--- config.mk ---
export PLATFORM = sky130hd
export DESIGN_NAME = piecewise_linear_curve_eval
export DESIGN_NICKNAME = d
export VERILOG_FILES = /design/src/plce_pkg.sv /design/src/piecewise_linear_curve_eval.sv /design/src/plce_div.sv /design/src/plce_ctrl.sv /design/src/plce_dp.sv
export VERILOG_INCLUDE_DIRS = /design/src /design/src/src
export SDC_FILE = /design/constraint.sdc
export NUM_CORES = 2
export LEC_CHECK = 0
export ABC_AREA = 0
export ABC_CLOCK_PERIOD_IN_PS = 13400
export BUFFER_PORTS_ARGS = -buffer_cell sky130_fd_sc_hd__buf_2
export CAP_MARGIN = 20
export CORE_ASPECT_RATIO = 0.5
export CORE_MARGIN = 5
export CORE_UTILIZATION = 70
export DETAILED_ROUTE_END_ITERATION = 8
export PLACE_DENSITY = 0.86
export SLEW_MARGIN = 20
export SYNTH_ARGS = -nofsm -noshare
export SYNTH_HDL_FRONTEND = slang
export SYNTH_HIERARCHICAL = 1
export SYNTH_SLANG_ARGS = --single-unit
--- constraint.sdc ---
create_clock -name clk -period 13.4 [get_ports clk]
set_input_delay 4.02 -clock clk [delete_from_list [all_inputs] [get_ports clk]]
set_output_delay 4.02 -clock clk [all_outputs]
set_load 0.005 [all_outputs]
--- src/piecewise_linear_curve_eval_assert.svh ---
// assertion macros for the piecewise linear curve evaluator
`ifndef PIECEWISE_LINEAR_CURVE_EVAL_ASSERT_SVH
`define PIECEWISE_LINEAR_CURVE_EVAL_ASSERT_SVH
`ifndef NO_ASSERTIONS
// same-cycle implication, checked out of reset
`define PLCE_ASSERT_IMP(label, ante, cons) \
  label: assert property (@(posedge clk) disable iff (!rst_n) (ante) |-> (cons)) \
    else $error("plce check failed");
// next-cycle implication, checked out of reset
`define PLCE_ASSERT_NXT(label, ante, cons) \
  label: assert property (@(posedge clk) disable iff (!rst_n) (ante) |=> (cons)) \
    else $error("plce check failed");
`else
`define PLCE_ASSERT_IMP(label, ante, cons)
`define PLCE_ASSERT_NXT(label, ante, cons)
`endif
`endif

--- src/plce_pkg.sv ---
// shared types and constants of the curve evaluator
package plce_pkg;

  localparam int KEY_W     = 32;
  localparam int VAL_W     = 32;
  localparam int IDX_W     = 3;
  localparam int CFG_W     = 4;
  localparam int PROD_W    = 2 * VAL_W;
  localparam int IN_DATA_W = 104;
  localparam int OUT_DATA_W = 32;

  localparam logic MODE_WRITE = 1'b0;
  localparam logic MODE_EVAL  = 1'b1;

  typedef enum logic [2:0] {
    RES_HOLD,
    RES_BELOW,
    RES_TAIL,
    RES_LEFT,
    RES_DIV
  } res_sel_t;

  typedef struct packed {
    logic     wr_en;
    logic     q_load;
    logic     scan_clr;
    logic     rd_issue;
    logic     scan_adv;
    logic     pair_load;
    logic     mul_go;
    logic     div_start;
    res_sel_t res_sel;
    logic     out_load;
  } plce_cmd_t;

  typedef struct packed {
    logic cnt_zero;
    logic hit_pair;
    logic dist_zero;
    logic hit_tail;
    logic last;
    logic div_busy;
    logic div_done;
    logic out_full;
  } plce_stat_t;

endpackage

--- src/piecewise_linear_curve_eval.sv ---
// top level of the piecewise linear curve evaluator
//
//  channel  direction  handshake              payload
//  in_      slave      in_tvalid/in_tready    tdata: index, key, value, query; tuser: mode
//  out_     master     out_tvalid/out_tready  tdata: curve_value; tuser: below_table
//  cfg_     slave      cfg_valid/cfg_ready    cfg_data: point_count
//
// a write request is stored as it is taken; an evaluate request reads and checks each slot
// scanned, then when it interpolates multiplies, starts the divider and waits for the quotient
// its time is set by the read-then-check memory scan and the serial divider
// reset is synchronous and active low; table contents are undefined until written
// a finished result waits in the output register; the next request is taken meanwhile
`include "piecewise_linear_curve_eval_assert.svh"

module piecewise_linear_curve_eval #(
  parameter int MAX_POINTS = 8
) (
  input  logic                                clk,
  input  logic                                rst_n,
  // in_tdata from bit 0: point_index[2:0], point_key[31:0], point_value[31:0],
  // query[31:0], zero fill
  input  logic                                in_tvalid,
  output logic                                in_tready,
  input  logic [plce_pkg::IN_DATA_W-1:0]      in_tdata,
  input  logic                                in_tuser,   // mode
  // out_tdata from bit 0: curve_value[31:0]
  output logic                                out_tvalid,
  input  logic                                out_tready,
  output logic [plce_pkg::OUT_DATA_W-1:0]     out_tdata,
  output logic                                out_tuser,  // below_table
  // point_count register
  input  logic                                cfg_valid,
  output logic                                cfg_ready,
  input  logic [plce_pkg::CFG_W-1:0]          cfg_data
);

  localparam int KEY_LO = plce_pkg::IDX_W;
  localparam int VAL_LO = KEY_LO + plce_pkg::KEY_W;
  localparam int QRY_LO = VAL_LO + plce_pkg::VAL_W;

  plce_pkg::plce_cmd_t  cmd;
  plce_pkg::plce_stat_t stat;

  logic [plce_pkg::IDX_W-1:0]        point_index;
  logic signed [plce_pkg::KEY_W-1:0] point_key;
  logic signed [plce_pkg::VAL_W-1:0] point_value;
  logic signed [plce_pkg::KEY_W-1:0] query;
  logic [plce_pkg::VAL_W-1:0]        curve_value;

  // unpack the request fields
  assign point_index = in_tdata[KEY_LO-1:0];
  assign point_key   = in_tdata[VAL_LO-1:KEY_LO];
  assign point_value = in_tdata[QRY_LO-1:VAL_LO];
  assign query       = in_tdata[QRY_LO+plce_pkg::KEY_W-1:QRY_LO];

  // the count register takes a write in any cycle
  assign cfg_ready = 1'b1;

  plce_ctrl u_ctrl (
    .clk       (clk),
    .rst_n     (rst_n),
    .in_tvalid (in_tvalid),
    .in_mode   (in_tuser),
    .in_tready (in_tready),
    .stat      (stat),
    .cmd       (cmd)
  );

  plce_dp #(
    .MAX_POINTS (MAX_POINTS)
  ) u_dp (
    .clk             (clk),
    .rst_n           (rst_n),
    .cmd             (cmd),
    .stat            (stat),
    .cfg_valid       (cfg_valid),
    .cfg_data        (cfg_data),
    .in_point_index  (point_index),
    .in_point_key    (point_key),
    .in_point_value  (point_value),
    .in_query        (query),
    .out_tready      (out_tready),
    .out_tvalid      (out_tvalid),
    .out_curve_value (curve_value),
    .out_below_table (out_tuser)
  );

  assign out_tdata = curve_value;

  // no request is taken while the divider is still stepping
  `PLCE_ASSERT_IMP(a_idle_div_quiet, in_tready, !stat.div_busy)
  // a result is loaded only when the output register is free or draining
  `PLCE_ASSERT_IMP(a_out_load_free, cmd.out_load, !out_tvalid || out_tready)
  // an evaluate request blocks intake on the next cycle
  `PLCE_ASSERT_NXT(a_eval_busy, in_tvalid && in_tready && (in_tuser == plce_pkg::MODE_EVAL),
                   !in_tready)

endmodule

--- src/plce_div.sv ---
// iterative unsigned 64 by 32 divider, one quotient bit per cycle
module plce_div (
  input  logic                          clk,
  input  logic                          rst_n,
  input  logic                          start,
  input  logic [plce_pkg::PROD_W-1:0]   dividend,
  input  logic [plce_pkg::VAL_W-1:0]    divisor,
  output logic                          busy,
  output logic                          done,
  output logic [plce_pkg::VAL_W-1:0]    quotient
);

  localparam int QW      = plce_pkg::VAL_W;
  localparam int SW      = $clog2(QW);
  localparam int PROD_HI = plce_pkg::PROD_W - 1;

  logic          busy_r;
  logic          done_r;
  logic [SW-1:0] step_r;
  logic [QW-1:0] rem_r;
  logic [QW-1:0] lo_r;
  logic [QW-1:0] div_r;
  logic [QW:0]   trial;
  logic [QW:0]   diff;
  logic          fits;

  // quotient is known to fit 32 bits, so the upper half starts below the divisor
  assign trial = {rem_r, lo_r[QW-1]};
  assign diff  = trial - {1'b0, div_r};
  assign fits  = (trial >= {1'b0, div_r});

  always_ff @(posedge clk) begin
    if (!rst_n) begin
      busy_r <= 1'b0;
      done_r <= 1'b0;
      step_r <= '0;
    end else begin
      done_r <= 1'b0;
      if (start) begin
        busy_r <= 1'b1;
        step_r <= '0;
      end else if (busy_r) begin
        step_r <= step_r + SW'(1);
        if (step_r == SW'(QW - 1)) begin
          busy_r <= 1'b0;
          done_r <= 1'b1;
        end
      end
    end
  end

  always_ff @(posedge clk) begin
    if (start) begin
      rem_r <= dividend[PROD_HI:QW];
      lo_r  <= dividend[QW-1:0];
      div_r <= divisor;
    end else if (busy_r) begin
      rem_r <= fits ? diff[QW-1:0] : trial[QW-1:0];
      lo_r  <= {lo_r[QW-2:0], fits};
    end
  end

  assign busy     = busy_r;
  assign done     = done_r;
  assign quotient = lo_r;

endmodule

--- src/plce_ctrl.sv ---
// controller state machine: request intake, table scan, multiply, divide, result hand-off
module plce_ctrl (
  input  logic                  clk,
  input  logic                  rst_n,
  input  logic                  in_tvalid,
  input  logic                  in_mode,
  output logic                  in_tready,
  input  plce_pkg::plce_stat_t  stat,
  output plce_pkg::plce_cmd_t   cmd
);

  localparam logic [2:0] ST_IDLE = 3'd0;
  localparam logic [2:0] ST_RD   = 3'd1;
  localparam logic [2:0] ST_CHK  = 3'd2;
  localparam logic [2:0] ST_MUL  = 3'd3;
  localparam logic [2:0] ST_DVS  = 3'd4;
  localparam logic [2:0] ST_DVW  = 3'd5;
  localparam logic [2:0] ST_FIN  = 3'd6;

  logic [2:0] state_r;
  logic [2:0] state_nxt;
  logic       accept;

  assign in_tready = (state_r == ST_IDLE);
  assign accept    = in_tvalid && in_tready;

  always_comb begin
    cmd       = '0;
    cmd.res_sel = plce_pkg::RES_HOLD;
    state_nxt = state_r;
    unique case (state_r)
      ST_IDLE: begin
        if (accept && (in_mode == plce_pkg::MODE_WRITE)) begin
          cmd.wr_en = 1'b1;
        end else if (accept) begin
          cmd.q_load   = 1'b1;
          cmd.scan_clr = 1'b1;
          if (stat.cnt_zero) begin
            cmd.res_sel = plce_pkg::RES_BELOW;
            state_nxt   = ST_FIN;
          end else begin
            state_nxt = ST_RD;
          end
        end
      end
      ST_RD: begin
        cmd.rd_issue = 1'b1;
        state_nxt    = ST_CHK;
      end
      ST_CHK: begin
        if (stat.hit_pair && stat.dist_zero) begin
          cmd.res_sel = plce_pkg::RES_LEFT;
          state_nxt   = ST_FIN;
        end else if (stat.hit_pair) begin
          cmd.pair_load = 1'b1;
          state_nxt     = ST_MUL;
        end else if (stat.hit_tail) begin
          cmd.res_sel = plce_pkg::RES_TAIL;
          state_nxt   = ST_FIN;
        end else if (stat.last) begin
          cmd.res_sel = plce_pkg::RES_BELOW;
          state_nxt   = ST_FIN;
        end else begin
          cmd.scan_adv = 1'b1;
          state_nxt    = ST_RD;
        end
      end
      ST_MUL: begin
        cmd.mul_go = 1'b1;
        state_nxt  = ST_DVS;
      end
      ST_DVS: begin
        cmd.div_start = 1'b1;
        state_nxt     = ST_DVW;
      end
      ST_DVW: begin
        if (stat.div_done) begin
          cmd.res_sel = plce_pkg::RES_DIV;
          state_nxt   = ST_FIN;
        end
      end
      ST_FIN: begin
        if (!stat.out_full) begin
          cmd.out_load = 1'b1;
          state_nxt    = ST_IDLE;
        end
      end
      default: begin
        state_nxt = ST_IDLE;
      end
    endcase
  end

  always_ff @(posedge clk) begin
    if (!rst_n) begin
      state_r <= ST_IDLE;
    end else begin
      state_r <= state_nxt;
    end
  end

endmodule

--- src/plce_dp.sv ---
// datapath: breakpoint memory, scan registers, multiplier, divider, result registers
module plce_dp #(
  parameter int MAX_POINTS = 8
) (
  input  logic                              clk,
  input  logic                              rst_n,
  input  plce_pkg::plce_cmd_t               cmd,
  output plce_pkg::plce_stat_t              stat,
  input  logic                              cfg_valid,
  input  logic [plce_pkg::CFG_W-1:0]        cfg_data,
  input  logic [plce_pkg::IDX_W-1:0]        in_point_index,
  input  logic signed [plce_pkg::KEY_W-1:0] in_point_key,
  input  logic signed [plce_pkg::VAL_W-1:0] in_point_value,
  input  logic signed [plce_pkg::KEY_W-1:0] in_query,
  input  logic                              out_tready,
  output logic                              out_tvalid,
  output logic [plce_pkg::VAL_W-1:0]        out_curve_value,
  output logic                              out_below_table
);

  localparam int KW    = plce_pkg::KEY_W;
  localparam int VW    = plce_pkg::VAL_W;
  localparam int PW    = plce_pkg::PROD_W;
  localparam int AW    = (MAX_POINTS > 1) ? $clog2(MAX_POINTS) : 1;
  localparam int CW    = $clog2(MAX_POINTS + 1);
  localparam int WORD_W = KW + VW;

  // breakpoint memory, key in the upper half
  logic [WORD_W-1:0] pt_mem_r [MAX_POINTS];
  logic [WORD_W-1:0] rd_word_r;

  logic [plce_pkg::CFG_W-1:0] pcount_r;
  logic [CW-1:0]              n_eff;
  logic [CW-1:0]              j_r;
  logic                       wr_ok;

  logic signed [KW-1:0] q_r;
  logic signed [KW-1:0] prev_key_r;
  logic signed [VW-1:0] prev_val_r;
  logic signed [KW-1:0] cur_key;
  logic signed [VW-1:0] cur_val;

  logic signed [KW:0] dq_full;
  logic signed [KW:0] dist_full;
  logic signed [VW:0] chg_full;
  logic signed [VW:0] chg_abs;

  logic [KW-1:0]             dq_r;
  logic [KW-1:0]             dist_r;
  logic [VW-1:0]             mag_r;
  logic                      neg_r;
  logic signed [VW-1:0]      v0_r;
  logic [plce_pkg::PROD_W-1:0] prod_r;

  logic          div_busy;
  logic          div_done;
  logic [VW-1:0] quo;
  logic [VW+1:0] sum;
  logic [VW-1:0] sat_val;

  logic [VW-1:0] res_val_r;
  logic          res_below_r;
  logic          out_tvalid_r;
  logic [VW-1:0] out_val_r;
  logic          out_below_r;

  // configuration register
  always_ff @(posedge clk) begin
    if (!rst_n) begin
      pcount_r <= '0;
    end else if (cfg_valid) begin
      pcount_r <= cfg_data;
    end
  end

  assign n_eff = (int'(pcount_r) > MAX_POINTS) ? CW'(MAX_POINTS) : CW'(pcount_r);

  // table writes, slots past the table size are dropped
  assign wr_ok = cmd.wr_en && (int'(in_point_index) < MAX_POINTS);

  always_ff @(posedge clk) begin
    if (wr_ok) begin
      pt_mem_r[AW'(in_point_index)] <= {in_point_key, in_point_value};
    end
  end

  always_ff @(posedge clk) begin
    if (cmd.rd_issue) begin
      rd_word_r <= pt_mem_r[j_r[AW-1:0]];
    end
  end

  assign cur_key = rd_word_r[WORD_W-1:VW];
  assign cur_val = rd_word_r[VW-1:0];

  // scan position and the previous slot
  always_ff @(posedge clk) begin
    if (cmd.q_load) begin
      q_r <= in_query;
    end
    if (cmd.scan_clr) begin
      j_r <= '0;
    end else if (cmd.scan_adv) begin
      j_r        <= j_r + CW'(1);
      prev_key_r <= cur_key;
      prev_val_r <= cur_val;
    end
  end

  assign dq_full   = {q_r[KW-1], q_r} - {prev_key_r[KW-1], prev_key_r};
  assign dist_full = {cur_key[KW-1], cur_key} - {prev_key_r[KW-1], prev_key_r};
  assign chg_full  = {cur_val[VW-1], cur_val} - {prev_val_r[VW-1], prev_val_r};
  assign chg_abs   = chg_full[VW] ? -chg_full : chg_full;

  assign stat.cnt_zero  = (n_eff == '0);
  assign stat.hit_pair  = (j_r != '0) && (prev_key_r <= q_r) && (cur_key >= q_r);
  assign stat.dist_zero = (cur_key == prev_key_r);
  assign stat.last      = (j_r == (n_eff - CW'(1)));
  assign stat.hit_tail  = stat.last && (cur_key <= q_r);
  assign stat.div_busy  = div_busy;
  assign stat.div_done  = div_done;
  assign stat.out_full  = out_tvalid_r && !out_tready;

  // interpolation operands, all magnitudes below 2^32
  always_ff @(posedge clk) begin
    if (cmd.pair_load) begin
      dq_r   <= dq_full[KW-1:0];
      dist_r <= dist_full[KW-1:0];
      mag_r  <= chg_abs[VW-1:0];
      neg_r  <= chg_full[VW];
      v0_r   <= prev_val_r;
    end
    if (cmd.mul_go) begin
      prod_r <= PW'(dq_r) * PW'(mag_r);
    end
  end

  plce_div u_div (
    .clk      (clk),
    .rst_n    (rst_n),
    .start    (cmd.div_start),
    .dividend (prod_r),
    .divisor  (dist_r),
    .busy     (div_busy),
    .done     (div_done),
    .quotient (quo)
  );

  assign sum = neg_r ? ({{2{v0_r[VW-1]}}, v0_r} - {2'b00, quo})
                     : ({{2{v0_r[VW-1]}}, v0_r} + {2'b00, quo});

  always_comb begin
    if (!sum[VW+1] && (sum[VW] || sum[VW-1])) begin
      sat_val = {1'b0, {(VW-1){1'b1}}};
    end else if (sum[VW+1] && !(sum[VW] && sum[VW-1])) begin
      sat_val = {1'b1, {(VW-1){1'b0}}};
    end else begin
      sat_val = sum[VW-1:0];
    end
  end

  always_ff @(posedge clk) begin
    case (cmd.res_sel)
      plce_pkg::RES_BELOW: begin
        res_val_r   <= '0;
        res_below_r <= 1'b1;
      end
      plce_pkg::RES_TAIL: begin
        res_val_r   <= cur_val;
        res_below_r <= 1'b0;
      end
      plce_pkg::RES_LEFT: begin
        res_val_r   <= prev_val_r;
        res_below_r <= 1'b0;
      end
      plce_pkg::RES_DIV: begin
        res_val_r   <= sat_val;
        res_below_r <= 1'b0;
      end
      default: begin
        res_val_r   <= res_val_r;
        res_below_r <= res_below_r;
      end
    endcase
  end

  // output register
  always_ff @(posedge clk) begin
    if (!rst_n) begin
      out_tvalid_r <= 1'b0;
    end else if (cmd.out_load) begin
      out_tvalid_r <= 1'b1;
    end else if (out_tready) begin
      out_tvalid_r <= 1'b0;
    end
  end

  always_ff @(posedge clk) begin
    if (cmd.out_load) begin
      out_val_r   <= res_val_r;
      out_below_r <= res_below_r;
    end
  end

  assign out_tvalid      = out_tvalid_r;
  assign out_curve_value = out_val_r;
  assign out_below_table = out_below_r;

endmodule

==> Flow_metrics.wiki <==
{| class="wikitable"
! Metric !! Value
|-
| Total of warnings raised by yosys || 6
|-
| Violation count after the first detailed-route iteration || 6,737
|-
| Sum of negative setup slack || 0 ns
|-
| Last weighted congestion value of the routability-driven placer || 0.975
|-
| Clock input transition at the sequential cells of the worst setup and hold paths || 0.07 ns
|-
| Worst Path Arrival || 9.92 ns
|-
| Portion of the clock cycle consumed by the worst path in the final layout || 70.9%
|-
| Combined area of the multi-input logic cells || 45,000 um2
|-
| Mean instance size in the synthesized netlist || approximately 12 um2
|-
| Largest buffer count on any clock path || 3
|-
| Most used cells in the layout excluding fill and tap cells || sky130_fd_sc_hd__inv_1, sky130_fd_sc_hd__edfxtp_1, sky130_fd_sc_hd__fa_1
|-
| Count of fill cells added during filler insertion || 6,781
|-
| Area enclosed by the die boundary || 123,000 um2
|-
| Pre-Repair DR Iteration Count || 6
|-
| Die Height || ~250 um
|-
| Row cnt || 88
|-
| Area post-placement || 83,500 um2
|-
| Req. time, crit path || 13.81 ns
|-
| Largest fanout on the critical path || 25
|-
| Cts-stage hold buffer count || 0
|-
| Number of stages on the worst hold path || 0
|-
| Number of buffers created by CTS || between 90 and 100
|-
| Netlist area before placement || 81,200 um2
|-
| Startpoint of the worst hold path || u_dp/res_val_r[17]$_DFFE_PP_
|-
| Fin Clk Skew || approximately 0.064 ns
|-
| Clock tree from TritonCTS || done
|-
| Max-cap violations || 0
|-
| Vias in the first global route || between 50,000 and 60,000
|-
| All-layer global routing usage || roughly a third
|-
| Category of the worst setup path capture point || flop
|-
| Port Buf Inserts || 143
|-
| Ratio of cells with drive above 1 in the final layout || 10.0%
|-
| Final Routed Wirelength || 214,000 um
|-
| Post_cts resized || 0
|-
| Element type at the critical path start || flop
|-
| Post-synthesis to final-layout area growth || 6.60%
|-
| Final setup violation count || 0
|-
| Final Hold Viols || 0
|-
| Sum of overflow across all layers after global routing || 0
|-
| Fin worst setup slack || between 3 and 4 ns
|-
| Post-route cell area || 86,600 um2
|-
| Number of nets in the synthesized netlist || 8,307
|-
| Fmax || between 100 and 150 MHz
|-
| Worst reg2reg setup slack || between 3 and 4 ns
|-
| Most common cell after layout, fill and taps aside || sky130_fd_sc_hd__inv_1
|-
| H-Tree Depth || 3
|-
| Core region area || 115,000 um2
|-
| Horizontal die dimension || 492 um
|-
| Reg-to-Reg End || u_dp/prod_r[59]$_DFFE_PP_
|-
| Reg2Reg Launch Point || u_dp/mag_r[5]$_DFFE_PP_
|-
| Number of sinks on the clock net || 1,046
|-
| Fin. max-slew vios || 0
|-
| Final critical delay including setup and external delays || approximately 9.5 ns
|-
| Vias post-DR || 54,900
|-
| HPWL after DPL || 148,000 um
|-
| Slew at the pin with the worst max-slew slack || roughly 1.1 ns
|-
| Setup slack after placement || 4.20 ns
|-
| First-pass GRT wire length || 333,000 um
|-
| Clock insertion delay at the later pin of the skew report || roughly 0.70 ns
|-
| Via/cell ratio || 6.47
|-
| Antenna violations before repair || 20
|-
| Clock tree root driver cell || sky130_fd_sc_hd__clkbuf_16
|-
| Setup repair after global routing missed its margin || no
|-
| Total number of nets in the final design || around 8,300
|-
| Result of the run || completed
|-
| Hold Path End || u_dp/out_curve_value[17]$_DFFE_PP_
|-
| Synthesized netlist cell count || just under 7,000
|-
| Initial core utilization || 70.5%
|-
| Average wire per standard cell || 25.2 um
|-
| Setup Buffers After CTS || 0
|-
| Area taken by flip-flops and latches || 31,200 um2
|-
| Headroom to the max-slew limit || 23.4%
|-
| Number of nets with antenna violations after routing || 0
|-
| Class of the worst hold path || flop to flop
|-
| Pin count of the biggest net entering global routing || 71
|-
| Cell depth of the worst flop-to-flop path || 27
|-
| Start-to-end type of the worst setup path || flop to flop
|-
| Drc violations || 0
|-
| Num ports || 150
|}
[worst max-delay path: stages (launching register included)]
cell and delay, ns:
sky130_fd_sc_hd__edfxtp_1 0.61, sky130_fd_sc_hd__buf_8 0.27, sky130_fd_sc_hd__and2_1 0.18, sky130_fd_sc_hd__fa_1 0.58, sky130_fd_sc_hd__fa_1 0.45, sky130_fd_sc_hd__fa_1 0.53, sky130_fd_sc_hd__inv_1 0.06, sky130_fd_sc_hd__fa_1 0.49
sky130_fd_sc_hd__inv_1 0.06, sky130_fd_sc_hd__fa_1 0.50, sky130_fd_sc_hd__inv_1 0.05, sky130_fd_sc_hd__fa_1 0.54, sky130_fd_sc_hd__inv_1 0.05, sky130_fd_sc_hd__fa_1 0.48, sky130_fd_sc_hd__inv_1 0.05, sky130_fd_sc_hd__fa_1 0.49
sky130_fd_sc_hd__inv_1 0.05, sky130_fd_sc_hd__ha_1 0.33, sky130_fd_sc_hd__and3_1 0.33, sky130_fd_sc_hd__nand2_1 0.13, sky130_fd_sc_hd__nor4bb_1 0.61, sky130_fd_sc_hd__o21ai_0 0.31, sky130_fd_sc_hd__a2111oi_0 0.86, sky130_fd_sc_hd__nor3_1 0.22
sky130_fd_sc_hd__o21ai_0 0.50, sky130_fd_sc_hd__and2_1 0.25, sky130_fd_sc_hd__a31oi_1 0.11, sky130_fd_sc_hd__xnor2_1 0.14
[final cells by class]
class	instances	area share [%]
clock inverters	61	0.727
multi-input cells	4447	52.0
inverters	1037	4.50
clock buffers	114	2.80
well taps	1530	2.21
repair buffers	236	1.66
flip-flops and latches	1046	36.1
diodes	11	0.0318
[sequential cells by signal, summed over array words and instances, names as in the netlist, 32 cells and up]
| signal | flops |
|---|---|
| u_dp/pt_mem_r | 512 |
| u_dp/prod_r | 64 |
| u_dp/rd_word_r | 64 |
| u_dp/dist_r | 32 |
| u_dp/dq_r | 32 |
| u_dp/mag_r | 32 |
| u_dp/out_curve_value | 32 |
| u_dp/prev_key_r | 32 |
| u_dp/prev_val_r | 32 |
| u_dp/q_r | 32 |
| u_dp/res_val_r | 32 |
| u_dp/u_div/div_r | 32 |
| u_dp/u_div/quotient | 32 |
| u_dp/u_div/rem_r | 32 |
| u_dp/v0_r | 32 |
[how the worst max path moves through the flow]
stage / start / to / slack, ns / depth (start not counted)
after floorplan: in_tuser / u_dp/pt_mem_r[0][0]$_DFFE_PP_ / 4.09 / 3
after global placement: u_dp/mag_r[5]$_DFFE_PP_ / u_dp/prod_r[63]$_DFFE_PP_ / 3.92 / 26
after detailed placement: u_dp/mag_r[5]$_DFFE_PP_ / u_dp/prod_r[63]$_DFFE_PP_ / 4.20 / 27
after CTS: u_dp/mag_r[5]$_DFFE_PP_ / u_dp/prod_r[59]$_DFFE_PP_ / 4.20 / 27
after global routing: u_dp/mag_r[8]$_DFFE_PP_ / u_dp/prod_r[59]$_DFFE_PP_ / 3.82 / 28
final: u_dp/mag_r[5]$_DFFE_PP_ / u_dp/prod_r[59]$_DFFE_PP_ / 3.89 / 27
[stage by stage]
stage | util, % | hold slack (ns) | cells
3_5_place_dp | 72.5 | 0.405 | 8296
6_report | 75.2 | 0.414 | 8482
2_1_floorplan | - | 0.400 | 6829
5_1_grt | 75.2 | 0.407 | 8480
4_1_cts | 75.1 | 0.419 | 8471
3_3_place_gp | 72.4 | 0.404 | 8293
[routing by layer]
metal | wire length (um) | vias up | GRT usage (%)
li1 | - | 22900 | -
met1 | 81000 | 27600 | 49.1
met2 | 98600 | 3751 | 55.3
met3 | 25800 | 600 | 7.51
met4 | 8110 | 14 | 11.9
met5 | 75 | - | 0
Power is left out: the tool's default activity adds up to more than one toggle a clock period on the data nets, which glitch-free logic cannot reach.
